==> config.mk <==
export PLATFORM = sky130hd
export DESIGN_NAME = pcm_sample_decode_frame_amplitude
export DESIGN_NICKNAME = d
export VERILOG_FILES = /design/src/hdl/pcmamp_pkg.sv /design/src/hdl/pcm_sample_decode_frame_amplitude.sv
export VERILOG_INCLUDE_DIRS = /design/src /design/src/hdl
export SDC_FILE = /design/constraint.sdc
export NUM_CORES = 1
export LEC_CHECK = 0
export BUFFER_PORTS_ARGS = -buffer_cell sky130_fd_sc_hd__buf_2
export CAP_MARGIN = 20
export CORE_UTILIZATION = 45
export DETAILED_ROUTE_END_ITERATION = 10
export HOLD_SLACK_MARGIN = 0.12
export PLACE_DENSITY_LB_ADDON = 0.2
export SLEW_MARGIN = 20
export SYNTH_ARGS = -nofsm -noshare
export SYNTH_HDL_FRONTEND = slang
export SYNTH_SLANG_ARGS = --single-unit
==> constraint.sdc <==
create_clock -name clk -period 6.35 [get_ports clk]
set_clock_uncertainty 0.1 [all_clocks]
set_input_delay 0.3175 -clock clk [delete_from_list [all_inputs] [get_ports clk]]
set_output_delay 0.3175 -clock clk [all_outputs]
set_load 0.01 [all_outputs]
==> src/hdl/pcm_sample_decode_frame_amplitude_defines.svh <==
// assertion macros for the pcm frame amplitude block
// no dependencies; included by the files that carry assertions
`ifndef PCM_SAMPLE_DECODE_FRAME_AMPLITUDE_DEFINES_SVH
`define PCM_SAMPLE_DECODE_FRAME_AMPLITUDE_DEFINES_SVH
`ifndef ASSERT_OFF
// property checked while out of reset
`define PCMAMP_ASSERT(label, prop, msg) \
  label: assert property (@(posedge clk) disable iff (!rst_n) (prop)) else $error(msg);
// property checked at every edge, reset included
`define PCMAMP_ASSERT_ALWAYS(label, prop, msg) \
  label: assert property (@(posedge clk) (prop)) else $error(msg);
`else
`define PCMAMP_ASSERT(label, prop, msg)
`define PCMAMP_ASSERT_ALWAYS(label, prop, msg)
`endif
`endif

==> src/hdl/pcmamp_pkg.sv <==
// shared types and constants of the pcm frame amplitude block
// no dependencies; imported by pcm_sample_decode_frame_amplitude
package pcmamp_pkg;

  // field and state widths
  localparam int SAMPLE_W      = 32;
  localparam int BYTES_W       = 3;
  localparam int CNT_W         = 16;
  localparam int SUM_W         = 48;
  localparam int AVG_W         = 40;
  localparam int FRACTION_BITS = 8;

  // divider: dividend is the sum with the fraction bits appended
  localparam int DIV_W  = SUM_W + FRACTION_BITS;
  localparam int STEP_W = $clog2(DIV_W);

  // configuration port
  localparam int CFG_DATA_W = 16;
  localparam int CFG_IDX_W  = 1;

  // register reset values
  localparam logic [BYTES_W-1:0] SAMPLE_BYTES_RST = BYTES_W'(2);
  localparam logic [CNT_W-1:0]   SPF_RST          = CNT_W'(256);

  localparam logic [AVG_W-1:0] AVG_MAX = {AVG_W{1'b1}};

  typedef enum logic [CFG_IDX_W-1:0] {
    CFG_SAMPLE_BYTES      = 1'b0,
    CFG_SAMPLES_PER_FRAME = 1'b1
  } cfg_reg_t;

  typedef enum logic [1:0] {
    S_IDLE,
    S_PREP,
    S_DIV,
    S_DONE
  } state_t;

endpackage

==> src/hdl/pcm_sample_decode_frame_amplitude.sv <==
// pcm sample decoder with per-frame mean absolute amplitude
// depends on pcmamp_pkg and pcm_sample_decode_frame_amplitude_defines.svh
//
// Usage: each input request carries one little-endian pcm word and a last
// flag. The block sign-extends the low sample_bytes bytes and returns one
// result request per input: the decoded sample, and when the sample closes
// a frame (frame length reached or last flag set) the frame mean of the
// absolute samples with 8 fraction bits, truncated.
// Flow: a sample that does not close a frame passes S_PREP and S_DONE
// on its way to the output register; a sample that closes a frame also
// passes S_DIV, where the single restoring divider produces one quotient
// bit per cycle over the 56-bit dividend. The next request is taken once
// the block is back in S_IDLE. One request is in work at a time; in_stall
// is high from accept until the result moves to the output register,
// which holds it while out_stall is high.
// Reset: configuration returns to 2 bytes and 256 samples per frame, the
// running sum and count clear, no result is pending.
// Configuration is to be written through cfg_wr_en / cfg_index / cfg_wdata
// only while the block is idle; the block itself does not enforce this.
`include "pcm_sample_decode_frame_amplitude_defines.svh"
module pcm_sample_decode_frame_amplitude
  import pcmamp_pkg::*;
(
  input  logic                         clk,
  input  logic                         rst_n,
  // configuration write port
  input  logic                         cfg_wr_en,
  input  logic [CFG_IDX_W-1:0]         cfg_index,
  input  logic [CFG_DATA_W-1:0]        cfg_wdata,
  // input channel
  input  logic                         in_valid,
  output logic                         in_stall,
  input  logic [SAMPLE_W-1:0]          in_sample_word,
  input  logic                         in_last_sample,
  // result channel
  output logic                         out_valid,
  input  logic                         out_stall,
  output logic signed [SAMPLE_W-1:0]   out_sample_value,
  output logic                         out_amp_valid,
  output logic [AVG_W-1:0]             out_avg_amplitude
);

  // configuration registers
  logic [BYTES_W-1:0] sample_bytes_r;
  logic [CNT_W-1:0]   spf_r;

  // sequencer
  state_t state_r, state_nxt;
  logic   in_take;
  logic   out_free;

  // request capture
  logic [SAMPLE_W-1:0] word_r, word_nxt;
  logic                last_r, last_nxt;

  // frame state
  logic [SUM_W-1:0] sum_r, sum_nxt;
  logic [CNT_W-1:0] count_r, count_nxt;

  // working result
  logic [SAMPLE_W-1:0] value_r, value_nxt;
  logic                amp_r, amp_nxt;

  // divider
  logic [DIV_W-1:0]  dq_r, dq_nxt;
  logic [CNT_W-1:0]  rem_r, rem_nxt;
  logic [CNT_W-1:0]  divisor_r, divisor_nxt;
  logic [STEP_W-1:0] step_r, step_nxt;
  logic              div_last;

  // output register
  logic                out_valid_r, out_valid_nxt;
  logic [SAMPLE_W-1:0] out_value_r, out_value_nxt;
  logic                out_amp_r, out_amp_nxt;
  logic [AVG_W-1:0]    out_avg_r, out_avg_nxt;

  // decode and accumulate signals
  logic [SAMPLE_W-1:0] dec_value;
  logic [SAMPLE_W:0]   dec_mag;
  logic [SUM_W-1:0]    sum_new;
  logic [CNT_W-1:0]    count_inc;
  logic [CNT_W-1:0]    spf_eff;
  logic                flush;
  logic                close_frame;

  // divider step signals
  logic [CNT_W:0]     rem_sh;
  logic [CNT_W:0]     rem_sub;
  logic               q_bit;
  logic [AVG_W-1:0]   avg_sat;
  logic [DIV_W-1:0]   dq_hi;

  assign in_take  = in_valid && !in_stall;
  assign out_free = !out_valid_r || !out_stall;
  assign div_last = (step_r == STEP_W'(DIV_W - 1));

  // configuration writes
  always_ff @(posedge clk) begin
    if (!rst_n) begin
      sample_bytes_r <= SAMPLE_BYTES_RST;
      spf_r          <= SPF_RST;
    end else if (cfg_wr_en) begin
      unique case (cfg_reg_t'(cfg_index))
        CFG_SAMPLE_BYTES:      sample_bytes_r <= cfg_wdata[BYTES_W-1:0];
        CFG_SAMPLES_PER_FRAME: spf_r          <= cfg_wdata[CNT_W-1:0];
        default: ;
      endcase
    end
  end

  // sign extension at the configured byte count, out-of-range counts clamped
  always_comb begin
    unique case (sample_bytes_r) inside
      3'd0, 3'd1: dec_value = {{24{word_r[7]}},  word_r[7:0]};
      3'd2:       dec_value = {{16{word_r[15]}}, word_r[15:0]};
      3'd3:       dec_value = {{8{word_r[23]}},  word_r[23:0]};
      default:    dec_value = word_r;
    endcase
  end

  // magnitude, one bit wider for the most negative sample
  assign dec_mag = dec_value[SAMPLE_W-1] ? ((SAMPLE_W+1)'(0) - {1'b1, dec_value})
                                         : {1'b0, dec_value};

  // running sum and frame close decision
  assign sum_new     = sum_r + SUM_W'(dec_mag);
  assign count_inc   = count_r + CNT_W'(1);
  assign spf_eff     = (spf_r == '0) ? CNT_W'(1) : spf_r;
  assign flush       = (count_inc >= spf_eff) || last_r;
  assign close_frame = flush && (count_inc != '0);

  // one restoring divider step
  assign rem_sh  = {rem_r, dq_r[DIV_W-1]};
  assign rem_sub = rem_sh - {1'b0, divisor_r};
  assign q_bit   = (rem_sh >= {1'b0, divisor_r});

  // quotient saturation
  assign dq_hi   = dq_r >> AVG_W;
  assign avg_sat = (dq_hi != '0) ? AVG_MAX : dq_r[AVG_W-1:0];

  // next state
  always_comb begin
    state_nxt = state_r;
    unique case (state_r)
      S_IDLE: if (in_take) state_nxt = S_PREP;
      S_PREP: state_nxt = close_frame ? S_DIV : S_DONE;
      S_DIV:  if (div_last) state_nxt = S_DONE;
      S_DONE: if (out_free) state_nxt = S_IDLE;
      default: state_nxt = S_IDLE;
    endcase
  end

  // sequencer outputs and datapath
  always_comb begin
    in_stall      = (state_r != S_IDLE);
    word_nxt      = word_r;
    last_nxt      = last_r;
    sum_nxt       = sum_r;
    count_nxt     = count_r;
    value_nxt     = value_r;
    amp_nxt       = amp_r;
    dq_nxt        = dq_r;
    rem_nxt       = rem_r;
    divisor_nxt   = divisor_r;
    step_nxt      = step_r;
    out_valid_nxt = out_valid_r && out_stall;
    out_value_nxt = out_value_r;
    out_amp_nxt   = out_amp_r;
    out_avg_nxt   = out_avg_r;
    unique case (state_r)
      S_IDLE: begin
        if (in_take) begin
          word_nxt = in_sample_word;
          last_nxt = in_last_sample;
        end
      end
      S_PREP: begin
        value_nxt = dec_value;
        amp_nxt   = close_frame;
        step_nxt  = '0;
        rem_nxt   = '0;
        if (close_frame) begin
          dq_nxt      = DIV_W'({sum_new, {FRACTION_BITS{1'b0}}});
          divisor_nxt = count_inc;
          sum_nxt     = '0;
          count_nxt   = '0;
        end else begin
          sum_nxt   = sum_new;
          count_nxt = count_inc;
        end
      end
      S_DIV: begin
        dq_nxt   = {dq_r[DIV_W-2:0], q_bit};
        rem_nxt  = q_bit ? rem_sub[CNT_W-1:0] : rem_sh[CNT_W-1:0];
        step_nxt = step_r + STEP_W'(1);
      end
      S_DONE: begin
        if (out_free) begin
          out_valid_nxt = 1'b1;
          out_value_nxt = value_r;
          out_amp_nxt   = amp_r;
          out_avg_nxt   = amp_r ? avg_sat : '0;
        end
      end
      default: ;
    endcase
  end

  // control registers
  always_ff @(posedge clk) begin
    if (!rst_n) begin
      state_r     <= S_IDLE;
      sum_r       <= '0;
      count_r     <= '0;
      out_valid_r <= 1'b0;
      step_r      <= '0;
    end else begin
      state_r     <= state_nxt;
      sum_r       <= sum_nxt;
      count_r     <= count_nxt;
      out_valid_r <= out_valid_nxt;
      step_r      <= step_nxt;
    end
  end

  // payload registers
  always_ff @(posedge clk) begin
    word_r      <= word_nxt;
    last_r      <= last_nxt;
    value_r     <= value_nxt;
    amp_r       <= amp_nxt;
    dq_r        <= dq_nxt;
    rem_r       <= rem_nxt;
    divisor_r   <= divisor_nxt;
    out_value_r <= out_value_nxt;
    out_amp_r   <= out_amp_nxt;
    out_avg_r   <= out_avg_nxt;
  end

  assign out_valid         = out_valid_r;
  assign out_sample_value  = signed'(out_value_r);
  assign out_amp_valid     = out_amp_r;
  assign out_avg_amplitude = out_avg_r;

  // checks
  `PCMAMP_ASSERT(a_accept_to_prep, in_take |=> state_r == S_PREP, "accept did not start decode")
  `PCMAMP_ASSERT(a_div_nonzero, state_r == S_DIV |-> divisor_r != '0, "divide by zero count")
  `PCMAMP_ASSERT(a_rem_bound, state_r == S_DIV |-> rem_r < divisor_r, "remainder out of range")
  `PCMAMP_ASSERT(a_div_start, state_r != S_DIV ##1 state_r == S_DIV |-> step_r == '0, "divider step not cleared")
  `PCMAMP_ASSERT(a_avg_zero, out_valid_r && !out_amp_r |-> out_avg_r == '0, "mean set without frame close")

endmodule

==> qor.yml, run 1 <==
status:
  status: "finished with violations"
  failed_checks: "design-rule violations"
pwr:
  power_switching_uw: 3040
  power.share.clock: 0.258
  p_seq_frac: 0.391
  swShare: 0.361
  power.internal_uw: 5370
  p_leak_uw: 0.00732
  cellPowerDensity_nw_per_um2: 441
  pwr-share-comb: 0.352
  power_uw: 8410
  peakVddDrop_v: 0.000312
synth:
  syn_avg_cell_area_um2: 10.4
  syn_inst: 1573
  synth.distinct_cells: 85
  synth_area_um2: 16300
  synth_edf_count: 227
  ys_seq_area_frac: 0.531
  async_flop_share: 0
  synth_seq_cells: 319
  synth_flop_cell: "edfxtp_1"
  syn-num-nets: 1704
  yosys_warnings: 0
routing:
  drc_errors: 10
  wl_um: 39800
  avgViaCountPerCell: 5.57
  vias: 12300
  wl_per_cell_um: 18.0
  drtAntennaViolNets: 0
  dr.first_iter.drc_count: 902
  drt_pass1_iterations: 10
sta:
  max_freq_mhz: 178
  period_share: 0.885
  worst_slew_pin_slew_ns: 1.11
  setup_ws_ns: 0.729
  min_period_ns: 5.62
  max-slew-margin-rel: 0.257
  grt_setup_unrepaired: "false"
  drv_slew: 0
  hold_viol: 0
  setup_viol_count_final: 0
  fin_setup_tns_ns: 0
placed_design:
  place_ws_ns: 0.795
  io_buffers: 129
  dpl.hpwl_um: 27600
  gp_congestion: 0.897
setup_path:
  startpoint_type: "register"
  path_max_fanout: 12
  critPathSlowestCell: "a211oi_1"
  crit_required_ns: 6.49
  path_cells: "nor2b_1 > a21oi_1 > a211oi_1 > a21oi_1 > buf_4 > inv_1 > nand2_1 > o21ai_0 > inv_1 > fa_1 > and2b_1 > o31a_2 > o21ai_2 > o31ai_4 > a21oi_1 > or3_1 > a211oi_1 > xnor2_1 > o21ai_1"
  path_buf_inv: 3
  cpPeakStageDelay_ns: 0.85
  critPathKind: "reg -> reg"
  cpMostUsedCell: "a21oi_1"
  crit_arrival_ns: 5.76
  cpLargestDelayFamily: "compound AO/OA/AOI/OAI gates"
  cp-end-kind: "register"
die:
  fp.dieH_um: 192
  die-area_um2: 37000
  die_width_um: 192
  start_util: 0.458
  placementRows: 69
  core_area_um2: 35700
  ios: 130
finish:
  register_area_um2: 8660
  utilization: 0.534
  nFillCells: 3214
  syn_to_final_growth_pct: 16.7
  multi_input_area_um2: 7050
  fin_nets: 1850
  drive_above_1_share: 0.137
  diodes: 0
cts:
  clk_pin_slew_ns: 0.06
  cts-root-to-sink-buffers: 3
  cts_sinks: 319
  cts_setup_buffers: 0
  clockRootBuffer: "clkbuf_16"
  htreeDepth: 2
  cts_hold_buf: 49
  numCtsBuffers: 35
  cts_tree: "yes"
  clock_latency_ns: 0.54
  cts-resized-gates: 0
global_routing:
  grt_pass1_wl_um: 62800
  grt_start_max_net_pins: 99
  gr-total-overflow: 0
  antenna_found_initial: 0
  global_route.usage.total: 0.217
  grt_pass1_vias: 11500
run:
  cap_violations: 0
hold_path:
  hold_path_class: "in -> reg"
placed cells by master (no fill, tap or decap), drive strengths merged, types with 8 or more instances in the layout:
master / count
a211oi: 11
a21boi: 8
a21o: 27
a21oi: 112
a31oi: 11
and2: 22
and3: 17
buf: 144
clkbuf: 41
clkinv: 10
dfxtp: 92
dlygate4sd3: 49
edfxtp: 227
ha: 74
inv: 77
mux2i: 20
nand2: 180
nand3: 36
nand4: 27
nor2: 103
nor2b: 14
nor3: 32
nor3b: 8
nor4: 20
o21a: 57
o21ai: 99
o31ai: 8
or2: 8
or3: 14
xnor2: 60
xor2: 40
per-stage QoR:
step / std cells / instance area, um2 / hold slack, ns
final: 2207 / 19000 / 0.140
after global routing: 2207 / 19000 / 0.161
after CTS: 2207 / 19000 / 0.123
after detailed placement: 2094 / 17300 / 0.305
after global placement: 2094 / 17300 / 0.302
after floorplan: 1573 / 16300 / 0.300
cell families after synthesis:
logic type,Yosys count,synth area share
simple gates,497,0.146
compound gates,400,0.158
flops,319,0.531
buf+inv,158,0.0385
xor+xnor,100,0.0537
fa+ha+maj,76,0.0592
mux,22,0.0137
other cells,1,0.000230
synth_stat cells (8+ instances only):
library cell / instances / area (um2)
dfxtp_1: 92 / 1840
nor4_1: 20 / 125
or3_1: 14 / 87.6
and3_1: 17 / 106
nor3_1: 31 / 155
clkbuf_1: 63 / 236
o21ai_0: 92 / 460
buf_2: 13 / 65.1
inv_1: 72 / 270
a21oi_1: 111 / 556
a31oi_1: 11 / 68.8
mux2i_1: 20 / 200
and2_1: 21 / 131
nor3b_1: 8 / 60.1
nor2_1: 103 / 387
nand3_1: 33 / 165
edfxtp_1: 227 / 6820
a211oi_1: 10 / 75.1
xnor2_1: 60 / 526
a21o_1: 27 / 203
nor2b_1: 14 / 87.6
xor2_1: 40 / 350
o21a_1: 57 / 428
nand4_1: 26 / 163
nand2_1: 180 / 676
ha_1: 74 / 926
registers in the layout, indices dropped and copies added (netlist names):
register,count
spf_r,16
dq_r,56
out_sample_value,32
last_r,1
state_r,2
value_r,32
divisor_r,16
amp_r,1
rem_r,16
out_amp_valid,1
out_valid,1
word_r,32
out_avg_amplitude,40
sum_r,48
sample_bytes_r,3
count_r,16
step_r,6
power groups by stage:
stage	combinational, uW	clock (uW)	sequential [uW]
finish	2960	2170	3280
global route	3290	2300	3340
CTS	2960	2210	3280
detailed placement	2920	0	3310
global placement	2890	0	3310
floorplan	2130	0	3250
tightest hold or removal path: stages:
cell and delay [ns]:
buf_2 0.07, and2_1 0.20, o21a_1 0.14
layer usage:
metal	vias to the layer above	global-route usage	wire, um
met4	0	0.0654	963
met5	-	0	0
li1	6010	-	-
met3	69	0.0342	2260
met2	360	0.330	17300
met1	5843	0.316	19300
worst paths after layout:
check,from,end,slack [ns],cells past startpoint
min reg2reg,value_r[6],out_sample_value[6],0.32,0
max,word_r[15],dq_r[54],0.73,19
max reg2reg,word_r[15],dq_r[54],0.73,19
min,out_stall,out_valid,0.14,3
layout make-up:
class	count	area share
clock buffer	41	0.0493
clock inverter	23	0.0154
inverter	74	0.0146
multi-input combinational	1096	0.370
sequential	319	0.455
tap	461	0.0303
timing repair buffer	193	0.0656
No activity file was read; power rests on OpenSTA's default activity.
==> run 2, diff against run 1 <==
- ABC_AREA: unset -> 1
- CAP_MARGIN: 20 -> unset
==> qor.yml, run 2 <==
synth:
  synth_edf_count: 227  # unchanged
  ys_seq_area_frac: 0.496  # -0.0346
  syn_avg_cell_area_um2: 8.09  # -22%
  async_flop_share: 0  # unchanged
  syn-num-nets: 2288  # +34%
  syn_inst: 2157  # +37%
  synth.distinct_cells: 50  # -41%
  synth-compound-area-share: 0.0978  # -0.0602
  yosys.area.top_type: "edfxtp_1"
  synth_xor_xnor_area_share: 0.0306  # -0.0231
  synth_area_um2: 17500  # +7.0%
  ys_top_cells_by_area: "edfxtp_1 39%, nand2_1 14%, dfxtp_1 11%, inv_1 6.5%, ha_1 5.3%"
  synth_most_common_cell: "nand2_1"
  synth_top_area_frac: 0.391  # -0.0273
  synthMuxAreaShare: 0  # -0.0137
  synth_flop_cell: "edfxtp_1"
  synth_top_family_by_area: "simple AND/OR/NAND/NOR gates"
  synth_simple_gate_area_frac: 0.239  # +0.0934
  yosys_warnings: 0  # unchanged
  synthAdderAreaFrac: 0.0553  # -0.00386
  synth_common_cells: "644 x nand2_1, 300 x inv_1, 227 x edfxtp_1"
  synth_seq_cells: 319  # unchanged
die:
  die_width_um: 199  # +3.4%
  fp.dieH_um: 199  # +3.4%
  start_util: 0.460  # +0.00255
  core_area_um2: 37900  # +6.4%
  die-area_um2: 39600  # +6.9%
  placementRows: 71  # +2.9%
  ios: 130  # unchanged
cts:
  clockRootBuffer: "clkbuf_16"
  cts_sinks: 319  # unchanged
  htreeDepth: 2  # unchanged
  cts_tree: "yes"
  numCtsBuffers: 37  # +5.7%
  clock_latency_ns: 0.55  # about the same
  clk_pin_slew_ns: 0.06  # about the same
  cts-root-to-sink-buffers: 3  # unchanged
setup_path:
  startpoint_type: "register"
  path_max_fanout: 20  # +8
  cpMostUsedCell: "nand2_1"
  crit_arrival_ns: 5.11  # -0.65 ns
  critPathKind: "reg -> reg"
  cpPeakStageDelay_ns: 0.56  # -0.29 ns
  cp-end-kind: "register"
  cpLargestDelayFamily: "simple AND/OR/NAND/NOR gates"
  path_buf_inv: 3  # unchanged
  crit_required_ns: 6.63  # +0.14 ns
  critPathSlowestCell: "dfxtp_1"
  path_cells: "nor2_1 > nand2_2 > o21ai_2 > a21oi_2 > inv_1 > nor2_2 > buf_4 > inv_1 > nand2_1 > nand2_1 > nand2_1 > nand2_1 > ha_1 > nand2_1 > nor2_1 > nand2_1 > nor3_1 > nand3_1 > nand3_1 > nand2_1 > a31oi_1"
hold_path:
  hold_path_class: "in -> reg"
pwr:
  p_leak_uw: 0.00923  # +26%
  power_uw: 8640  # +2.8%
  peakVddDrop_v: 0.000242  # -22%
  cellPowerDensity_nw_per_um2: 424  # -4.1%
sta:
  setup_viol_count_final: 0  # unchanged
  max-slew-margin-rel: 0.305  # +0.0474
  fin_setup_tns_ns: 0  # unchanged
  min_period_ns: 4.83  # -0.787 ns
  period_share: 0.761  # -0.124
  drv_slew: 0  # unchanged
  grt_setup_unrepaired: "false"
  hold_viol: 0  # unchanged
  max_freq_mhz: 207  # +16%
  worst_slew_pin_slew_ns: 1.04  # -0.0711 ns
finish:
  drive_above_1_share: 0.0951  # -0.0424
  fin_nets: 2470  # +34%
  largest_register_ffs: 56  # unchanged
  utilization: 0.538  # +0.00356
  syn_to_final_growth_pct: 16.9
  layout_common_cells: "644 x nand2_1, 299 x inv_1, 227 x edfxtp_1, 200 x nor2_1, 150 x a21oi_1"
  final_common_cell: "nand2_1"
  diodes: 0  # unchanged
  regMostFlops: "dq_r"
routing:
  drt_pass1_iterations: 6  # -4
  drc_errors: 0  # -10
  vias: 14900  # +21%
  drtAntennaViolNets: 0  # unchanged
  dr.first_iter.drc_count: 1092  # +21%
  wl_um: 49500  # +24%
  avgViaCountPerCell: 5.17  # -7.0%
  wl_per_cell_um: 17.2  # -4.6%
global_routing:
  grt_pass1_wl_um: 77600  # +24%
  antenna_found_initial: 0  # unchanged
  gr-total-overflow: 0  # unchanged
  grt_pass1_vias: 14100  # +23%
  grt_start_max_net_pins: 74  # -25%
  global_route.usage.total: 0.256  # +0.0395
placed_design:
  io_buffers: 129  # unchanged
  gp_congestion: 1.00  # +12%
  dpl.hpwl_um: 36400  # +32%
status:
  status: "finished clean"
run:
  cap_violations: 0  # unchanged
## run 2: changes by cell type after synthesis, moves of 43 or more
cell	delta
o21a_1	-55
nand3_1	+53
nor2_1	+98
nand2_1	+464
inv_1	+228
xnor2_1	-43
## run 2: layout make-up
| cell class | instances | area (um2) |
|---|---|---|
| repair buffers | 195 | 1280 |
| well taps | 511 | 639 |
| multi-input cells | 1480 | 7420 |
| clock inverters | 22 | 275 |
| inverters | 306 | 1150 |
| clock buffers | 44 | 973 |
| fillers | 3595 | 17500 |
| flip-flops and latches | 319 | 8660 |
## run 2: stage by stage
step	hold slack [ns]	instances	instance area [um2]	setup slack [ns]
2_1_floorplan	0.300	2157	17500	0.764
3_3_place_gp	0.302	2756	18600	1.67
3_5_place_dp	0.305	2756	18600	1.54
4_1_cts	0.145	2877	20400	1.54
5_1_grt	0.202	2877	20400	1.18
6_report	0.174	2877	20400	1.52
## run 2: report_power, final
part	leakage (uW)	internal (uW)	switching [uW]
logic	0.00575	949	2200
registers	0.00287	3000	291
clock network	0.000601	1340	863
## run 2: final timing paths
check        cells after the start             endpoint               from  slack (ns)
min                              3             spf_r[0]              rst_n        0.17
max                             21             dq_r[43]  sample_bytes_r[2]        1.52
max reg2reg                     21             dq_r[43]  sample_bytes_r[2]        1.52
min reg2reg                      0  out_sample_value[4]         value_r[4]        0.31
## run 2: what timing repair did
item	4_1_cts	5_1_grt
resized for setup	0	0
hold buffers	55	0
endpoints found under the hold margin	54	0
setup buffers	0	0
setup endpoints to repair	0	0
## run 2: metal layers
layer / part of all wire / routed length [um] / global-route usage
met3: 0.066 / 3290 / 0.0356
met4: 0.032 / 1570 / 0.0934
met1: 0.49 / 24000 / 0.379
met2: 0.42 / 20600 / 0.380
met5: 0 / 0 / 0
## run 2: cell families (layout without fill, tap and decap cells)
group,count (synthesis),count (layout)
adders and majority gates,76,76
and+or+nand+nor,1024,1024
xor gates and xnor gates,61,61
DFF,319,319
other,1,1
buffers and inverters,358,567
AOI/OAI and AO/OA,318,318
## run 2: worst min-delay path: cells and delay by family
family	cells	cell delay [ns]
AOI/OAI and AO/OA	1	0.14
buffers and inverters	1	0.26
and+or+nand+nor	1	0.04
